### src/design/mhpq_pkg.sv
// ----------------------------------------------------------------------------
// mhpq_pkg
// Shared types and constants for the min-heap priority queue: data and
// occupancy widths, the request type and the command broadcast to every cell.
// ----------------------------------------------------------------------------
package mhpq_pkg;

    localparam int DATA_W = 32;
    localparam int OCC_W  = 5;

    typedef enum logic {
        REQ_INSERT = 1'b0,
        REQ_REMOVE = 1'b1
    } req_type_t;

    // command seen by all cells in the cycle a request is carried out
    typedef struct packed {
        logic                     ins;
        logic                     rem;
        logic signed [DATA_W-1:0] value;
    } cell_cmd_t;

endpackage

### src/design/mhpq_cell.sv
// ----------------------------------------------------------------------------
// mhpq_cell
// One slot of the sorted register chain. Holds one entry and its valid bit.
// On insert it keeps its entry, takes the new value, or takes its left
// neighbor's entry; on remove it takes its right neighbor's entry.
// ----------------------------------------------------------------------------
module mhpq_cell (
    input  logic                              aclk,
    input  logic                              aresetn,
    input  mhpq_pkg::cell_cmd_t               cmd,
    input  logic                              left_gt,
    input  logic signed [mhpq_pkg::DATA_W-1:0] left_val,
    input  logic                              left_vld,
    input  logic signed [mhpq_pkg::DATA_W-1:0] right_val,
    input  logic                              right_vld,
    output logic signed [mhpq_pkg::DATA_W-1:0] val,
    output logic                              vld,
    output logic                              gt
);

    logic signed [mhpq_pkg::DATA_W-1:0] val_reg, val_next;
    logic                               vld_reg, vld_next;

    // new value belongs at or before this slot
    assign gt = !vld_reg || (cmd.value < val_reg);

    always_comb begin
        val_next = val_reg;
        vld_next = vld_reg;
        if (cmd.ins && gt) begin
            if (left_gt) begin
                val_next = left_val;
                vld_next = left_vld;
            end else begin
                val_next = cmd.value;
                vld_next = 1'b1;
            end
        end else if (cmd.rem) begin
            val_next = right_val;
            vld_next = right_vld;
        end
    end

    always_ff @(posedge aclk) begin
        if (!aresetn) begin
            vld_reg <= 1'b0;
        end else begin
            vld_reg <= vld_next;
        end
        val_reg <= val_next;
    end

    assign val = val_reg;
    assign vld = vld_reg;

endmodule

### src/design/min_heap_priority_queue.sv
// ----------------------------------------------------------------------------
// min_heap_priority_queue
// Priority queue of signed 32-bit values kept as a sorted chain of cells,
// smallest entry in cell 0. Each request inserts or removes the minimum and
// returns acceptance, the new minimum, the count and an empty flag.
//
//   channel | dir | handshake        | payload
//   --------+-----+------------------+---------------------------------------
//   s_      | in  | s_valid/s_ready  | s_req_type, s_value
//   m_      | out | m_valid/m_ready  | m_accepted, m_front_value,
//           |     |                  | m_occupancy, m_is_empty
//
// One request per cycle: every cell updates in the cycle of the transfer,
// the result appears in the output register on the next cycle.
// s_ready is low while a result waits in the output register and m_ready is
// low; the chain holds its state through such stalls.
// Synchronous active-low reset empties the queue; no clearing pass.
// ----------------------------------------------------------------------------
module min_heap_priority_queue #(
    parameter int CAPACITY = 16
) (
    input  logic                               aclk,
    input  logic                               aresetn,
    input  logic                               s_valid,
    output logic                               s_ready,
    input  logic                               s_req_type,
    input  logic signed [mhpq_pkg::DATA_W-1:0] s_value,
    output logic                               m_valid,
    input  logic                               m_ready,
    output logic                               m_accepted,
    output logic signed [mhpq_pkg::DATA_W-1:0] m_front_value,
    output logic [mhpq_pkg::OCC_W-1:0]         m_occupancy,
    output logic                               m_is_empty
);

    localparam int CNT_W = $clog2(CAPACITY + 1);
    localparam int DW    = mhpq_pkg::DATA_W;
    localparam int OW    = mhpq_pkg::OCC_W;

    logic signed [DW-1:0] cell_val [CAPACITY];
    logic                 cell_vld [CAPACITY];
    logic                 cell_gt  [CAPACITY];
    logic signed [DW-1:0] second_val;

    logic [CNT_W-1:0]     count_reg, count_next;
    logic                 m_valid_reg;
    logic                 accepted_reg, accepted_next;
    logic signed [DW-1:0] front_reg, front_next;
    logic [OW-1:0]        occ_reg;
    logic                 empty_reg;

    logic                 s_xfer, full, ins_ok, rem_ok;
    mhpq_pkg::cell_cmd_t  cmd;

    assign s_ready = !m_valid_reg || m_ready;
    assign s_xfer  = s_valid && s_ready;
    assign full    = (count_reg == CNT_W'(CAPACITY));
    assign ins_ok  = s_xfer && (s_req_type == mhpq_pkg::REQ_INSERT) && !full;
    assign rem_ok  = s_xfer && (s_req_type == mhpq_pkg::REQ_REMOVE) &&
                     (count_reg != '0);

    assign cmd = '{ins: ins_ok, rem: rem_ok, value: s_value};

    generate
        for (genvar i = 0; i < CAPACITY; i++) begin : g_cell
            logic                 l_gt, l_vld, r_vld;
            logic signed [DW-1:0] l_val, r_val;
            if (i == 0) begin : g_first
                assign l_gt  = 1'b0;
                assign l_val = '0;
                assign l_vld = 1'b0;
            end else begin : g_mid_l
                assign l_gt  = cell_gt[i-1];
                assign l_val = cell_val[i-1];
                assign l_vld = cell_vld[i-1];
            end
            if (i == CAPACITY - 1) begin : g_last
                assign r_val = '0;
                assign r_vld = 1'b0;
            end else begin : g_mid_r
                assign r_val = cell_val[i+1];
                assign r_vld = cell_vld[i+1];
            end
            mhpq_cell u_cell (
                .aclk      (aclk),
                .aresetn   (aresetn),
                .cmd       (cmd),
                .left_gt   (l_gt),
                .left_val  (l_val),
                .left_vld  (l_vld),
                .right_val (r_val),
                .right_vld (r_vld),
                .val       (cell_val[i]),
                .vld       (cell_vld[i]),
                .gt        (cell_gt[i])
            );
        end
        if (CAPACITY > 1) begin : g_second
            assign second_val = cell_val[1];
        end else begin : g_no_second
            assign second_val = '0;
        end
    endgenerate

    // result of the request, from the chain as it stands before the update
    always_comb begin
        count_next    = count_reg;
        accepted_next = 1'b0;
        front_next    = (count_reg != '0) ? cell_val[0] : '0;
        if (ins_ok) begin
            count_next    = count_reg + CNT_W'(1);
            accepted_next = 1'b1;
            if ((count_reg == '0) || (s_value < cell_val[0])) begin
                front_next = s_value;
            end
        end else if (rem_ok) begin
            count_next    = count_reg - CNT_W'(1);
            accepted_next = 1'b1;
            front_next    = (count_reg > CNT_W'(1)) ? second_val : '0;
        end
    end

    always_ff @(posedge aclk) begin
        if (!aresetn) begin
            count_reg   <= '0;
            m_valid_reg <= 1'b0;
        end else begin
            count_reg <= count_next;
            if (s_xfer) begin
                m_valid_reg <= 1'b1;
            end else if (m_ready) begin
                m_valid_reg <= 1'b0;
            end
        end
        if (s_xfer) begin
            accepted_reg <= accepted_next;
            front_reg    <= front_next;
            occ_reg      <= OW'(count_next);
            empty_reg    <= (count_next == '0);
        end
    end

    assign m_valid       = m_valid_reg;
    assign m_accepted    = accepted_reg;
    assign m_front_value = front_reg;
    assign m_occupancy   = occ_reg;
    assign m_is_empty    = empty_reg;

endmodule

### config.mk
export PLATFORM = sky130hd
export DESIGN_NAME = min_heap_priority_queue
export DESIGN_NICKNAME = d
export VERILOG_FILES = /design/src/design/mhpq_pkg.sv /design/src/design/mhpq_cell.sv /design/src/design/min_heap_priority_queue.sv
export SDC_FILE = /design/constraint.sdc
export NUM_CORES = 2
export LEC_CHECK = 0
export BUFFER_PORTS_ARGS = -buffer_cell sky130_fd_sc_hd__buf_4
export CORE_MARGIN = 3
export CORE_UTILIZATION = 45
export DETAILED_ROUTE_END_ITERATION = 6
export GPL_TIMING_DRIVEN = 0
export PLACE_DENSITY = 0.69
export SYNTH_ARGS = -nofsm -noshare
export SYNTH_HDL_FRONTEND = slang
export SYNTH_SLANG_ARGS = --single-unit
### constraint.sdc
create_clock -name aclk -period 5.65 [get_ports aclk]
set_input_delay 0 -clock aclk [delete_from_list [all_inputs] [get_ports aclk]]
set_output_delay 0 -clock aclk [all_outputs]
set_load 0.03 [all_outputs]
==> metrics.md <==
| Metric | Value |
|---|---|
| Status | finished, final reports clean |
| Placer Congestion | 0.944 |
| Setup crit end kind | register |
| Post-Syn Area | 0.0431 mm² |
| Hold Violations, Final | 0 |
| Max reg flops | 512 |
| CTS root buffer | clkbuf_16 |
| Reg clk slew, reported paths | 0.06 ns |
| PD cells | ~280 mW/mm² |
| Area of the multi-input gates | 0.0229 mm² |
| FF+latch count, synth | between 500 and 600 |
| Register area | about 0.017 mm² |
| Syn avg cell area | 9.30 µm² |
| RR Endpoint | g_cell[6].u_cell.val[9] |
| Routed via count | 35.7k |
| Fin Hold WS | 0.273 ns |
| Global Route met3 Usage | between 3 and 4% |
| Fill count | 8926 |
| WL/cell | between 20 and 25 µm |
| Required @ worst endpoint | 6.00 ns |
| # DRC | 0 |
| Die W | between 300 and 400 µm |
| Final number of setup-violating endpoints | 0 |
| DR vias/cell | 5.84 |
| Initial antenna violation count | 2 |
| Area Overhead vs Synth | 10.8% |
| Yosys top cell by area | edfxtp_1 |
| GR peak layer | met2 |
| R2r worst-path depth | 12 |
| Synth Net Count | between 5k and 6k |
| Aggregate global-route resource usage | 26.4% |
| Maxcap violations | 0 |
| Post-cts resize count | 0 |
| Number of port buffers | 77 |
| Met2 global-route usage | 42.4% |
| Min-Delay Endpoint | m_valid |
| CTS tree | yes |
| Final net count | 5334 |
| Largest cells by area after synthesis | edfxtp_1 (38%), ha_1 (14%), mux2i_1 (8.9%) |
| Die area | 0.0996 mm² |
| Worst EP arrival | 5.15 ns |
| Setup WS post-layout | 0.857 ns |
| Synth cell types | 79 |
| Vias in the first global route | about 35k |
| Clock buffer depth | 3 |
| Initial Utilization | 45.8% |
| Relative slew slack | 5.30% |
| Layout Skew | 0.0259 ns |
| Max rail drop VDD | a little under 0.2 mV |
| Peak fanout along the critical path | 24 |
| Worst-Margin Slew | 1.42 ns |
| Worst hold start | m_ready |
| Placed insts | 5976 |
| Std-Cell Core Area | approximately 0.094 mm² |
| WS Path Type | register to register |
| Row Count | 112 |
| Initial drt markers | 3785 |
| Clk Latency, worst-skew pair | 0.61 ns |
| Number of flops mapped to enable cells by yosys | 551 |
| Pins Over Slew Limit | 0 |
| Post-CTS setup repair buffer count | 0 |
| CTS Buf Count | 67 |
| HP Class | input port to register |
| Yosys top cell area share | a little under two fifths |
| Detailed placement HPWL | 109 mm |
| Reg2reg start | g_cell[6].u_cell.val[31] |
| Hold depth | 4 |
| # IOs | 78 |
| DRT Pass-1 Iters | 7 |
| Pwr Total | 13.4 mW |
| Register area share after synthesis | between 30% and 40% |
| Die height | 316 µm |
| Fmax | ~0.21 GHz |
| Post-synthesis async set-or-reset flop share | 0% |
| Post-Layout Cell Count | 6109 |
| Fin crit share | 84.8% |
| Num Clock Sinks | about 570 |
| Routed WL | 134 mm |
| Flop-to-flop setup slack | 0.86 ns |
| DP Worst Slack | 0.467 ns |
| Crit path time final | roughly 4.8 ns |
| Ys flop type | edfxtp_1 |
| Share of cells above drive strength 1 | ~7% |
| H-tree depth | 3 |
| First-pass GRT wire length | a little over 200 mm |
| Cells after Synth | about 4.6k |
| Grt ovf | 0 |
| RSZ-0062 raised after global routing | no |
| Ys Warns | 0 |
| Commonest non-fill, non-tap cell in the layout | edfxtp_1 |
| Most frequent cells in the layout | edfxtp_1 (551), inv_1 (506), ha_1 (499) |
| Leak | 20.4 nW |
| Final ANT Viol Nets | 0 |
| CP startpoint kind | register |
| Largest net degree at the start of global routing | 43 |
| M1 GR Usage | roughly 36% |
area by class of cell:
type	instances	area share, %
repair buffers	93	1.83
multi-input cells	3263	47.9
well taps	1254	3.28
inverters	509	4.00
clock inverters	29	0.448
clock buffers	90	3.91
plain buffers	291	3.02
diodes	7	0.0367
flip-flops and latches	573	35.6
per-layer routing:
metal | share of wire (%) | vias up
li1 | - | 17084
met1 | 43 | 16781
met2 | 45 | 1529
met3 | 8.0 | 257
met4 | 4.3 | 0
met5 | 0 | -
synth_stat cells (21+ instances only):
library cell,instances
mux2_1,28
dfxtp_1,22
mux2i_1,385
a221oi_1,41
a21oi_1,498
a221o_1,34
nand3_1,68
nand2b_1,35
o21ai_0,316
a211oi_1,21
edfxtp_1,551
o211ai_1,50
nor2_1,430
buf_2,69
clkbuf_1,173
ha_1,499
nand4b_1,31
nor3_1,81
a21o_1,24
a31oi_1,55
nand2_1,379
and3_1,35
nand4_1,70
buf_6,27
inv_1,507
power by group:
group	total (mW)	internal, mW	switching [mW]
logic	3.37	1.23	2.14
clock network	4.29	2.45	1.83
registers	5.75	5.35	0.399
total	13.4	9.04	4.37
metrics by stage:
stage	instance area, µm²	util (%)	setup TNS [ns]
detailed placement	45600	48.4	0
global route	47800	50.7	0
finish	47800	50.7	0
global placement	45300	48.1	-243.94
floorplan	43100	-	0
CTS	47700	50.6	0
cells by family (layout without fill, tap and decap cells):
family	after synthesis	in the layout	synth area share [%]
muxes	420	420	9.88
other	0	7	0
xor gates and xnor gates	12	12	0.244
AOI/OAI and AO/OA	1144	1144	15.8
DFF	573	573	39.4
adders and majority gates	499	499	14.5
buffers and inverters	800	1012	7.78
and+or+nand+nor	1188	1188	12.4
worst max-delay path, stage by stage, from the launching register on:
cell and delay (ns):
edfxtp_1 0.39, inv_1 0.06, ha_1 0.40, nand4_1 0.23, nor4_1 0.95, nand3_1 0.14, o21ai_1 0.53, o211ai_1 0.15
nand3_1 0.18, buf_2 0.27, clkbuf_1 0.42, nand2_1 0.43, buf_16 0.36
worst max-delay path by stage:
stage / cells past startpoint / end / slack [ns] / start
global placement: 9 / g_cell[12].u_cell.val[4] / -1.15 / g_cell[12].u_cell.val[31]
CTS: 11 / g_cell[14].u_cell.val[18] / 0.45 / g_cell[14].u_cell.val[31]
detailed placement: 11 / g_cell[14].u_cell.val[5] / 0.47 / g_cell[14].u_cell.val[31]
finish: 12 / g_cell[6].u_cell.val[9] / 0.86 / g_cell[6].u_cell.val[31]
floorplan: 10 / g_cell[7].u_cell.val[0] / 0.75 / g_cell[7].u_cell.val[11]
global route: 12 / g_cell[14].u_cell.val[3] / 0.69 / g_cell[14].u_cell.val[31]
timing repair:
action / in CTS / in global routing
hold buffers: 4 / 0
setup endpoints to repair: 0 / 0
endpoints found under the hold margin: 15 / 0
Note: power is estimated with default switching activity, not from simulation.
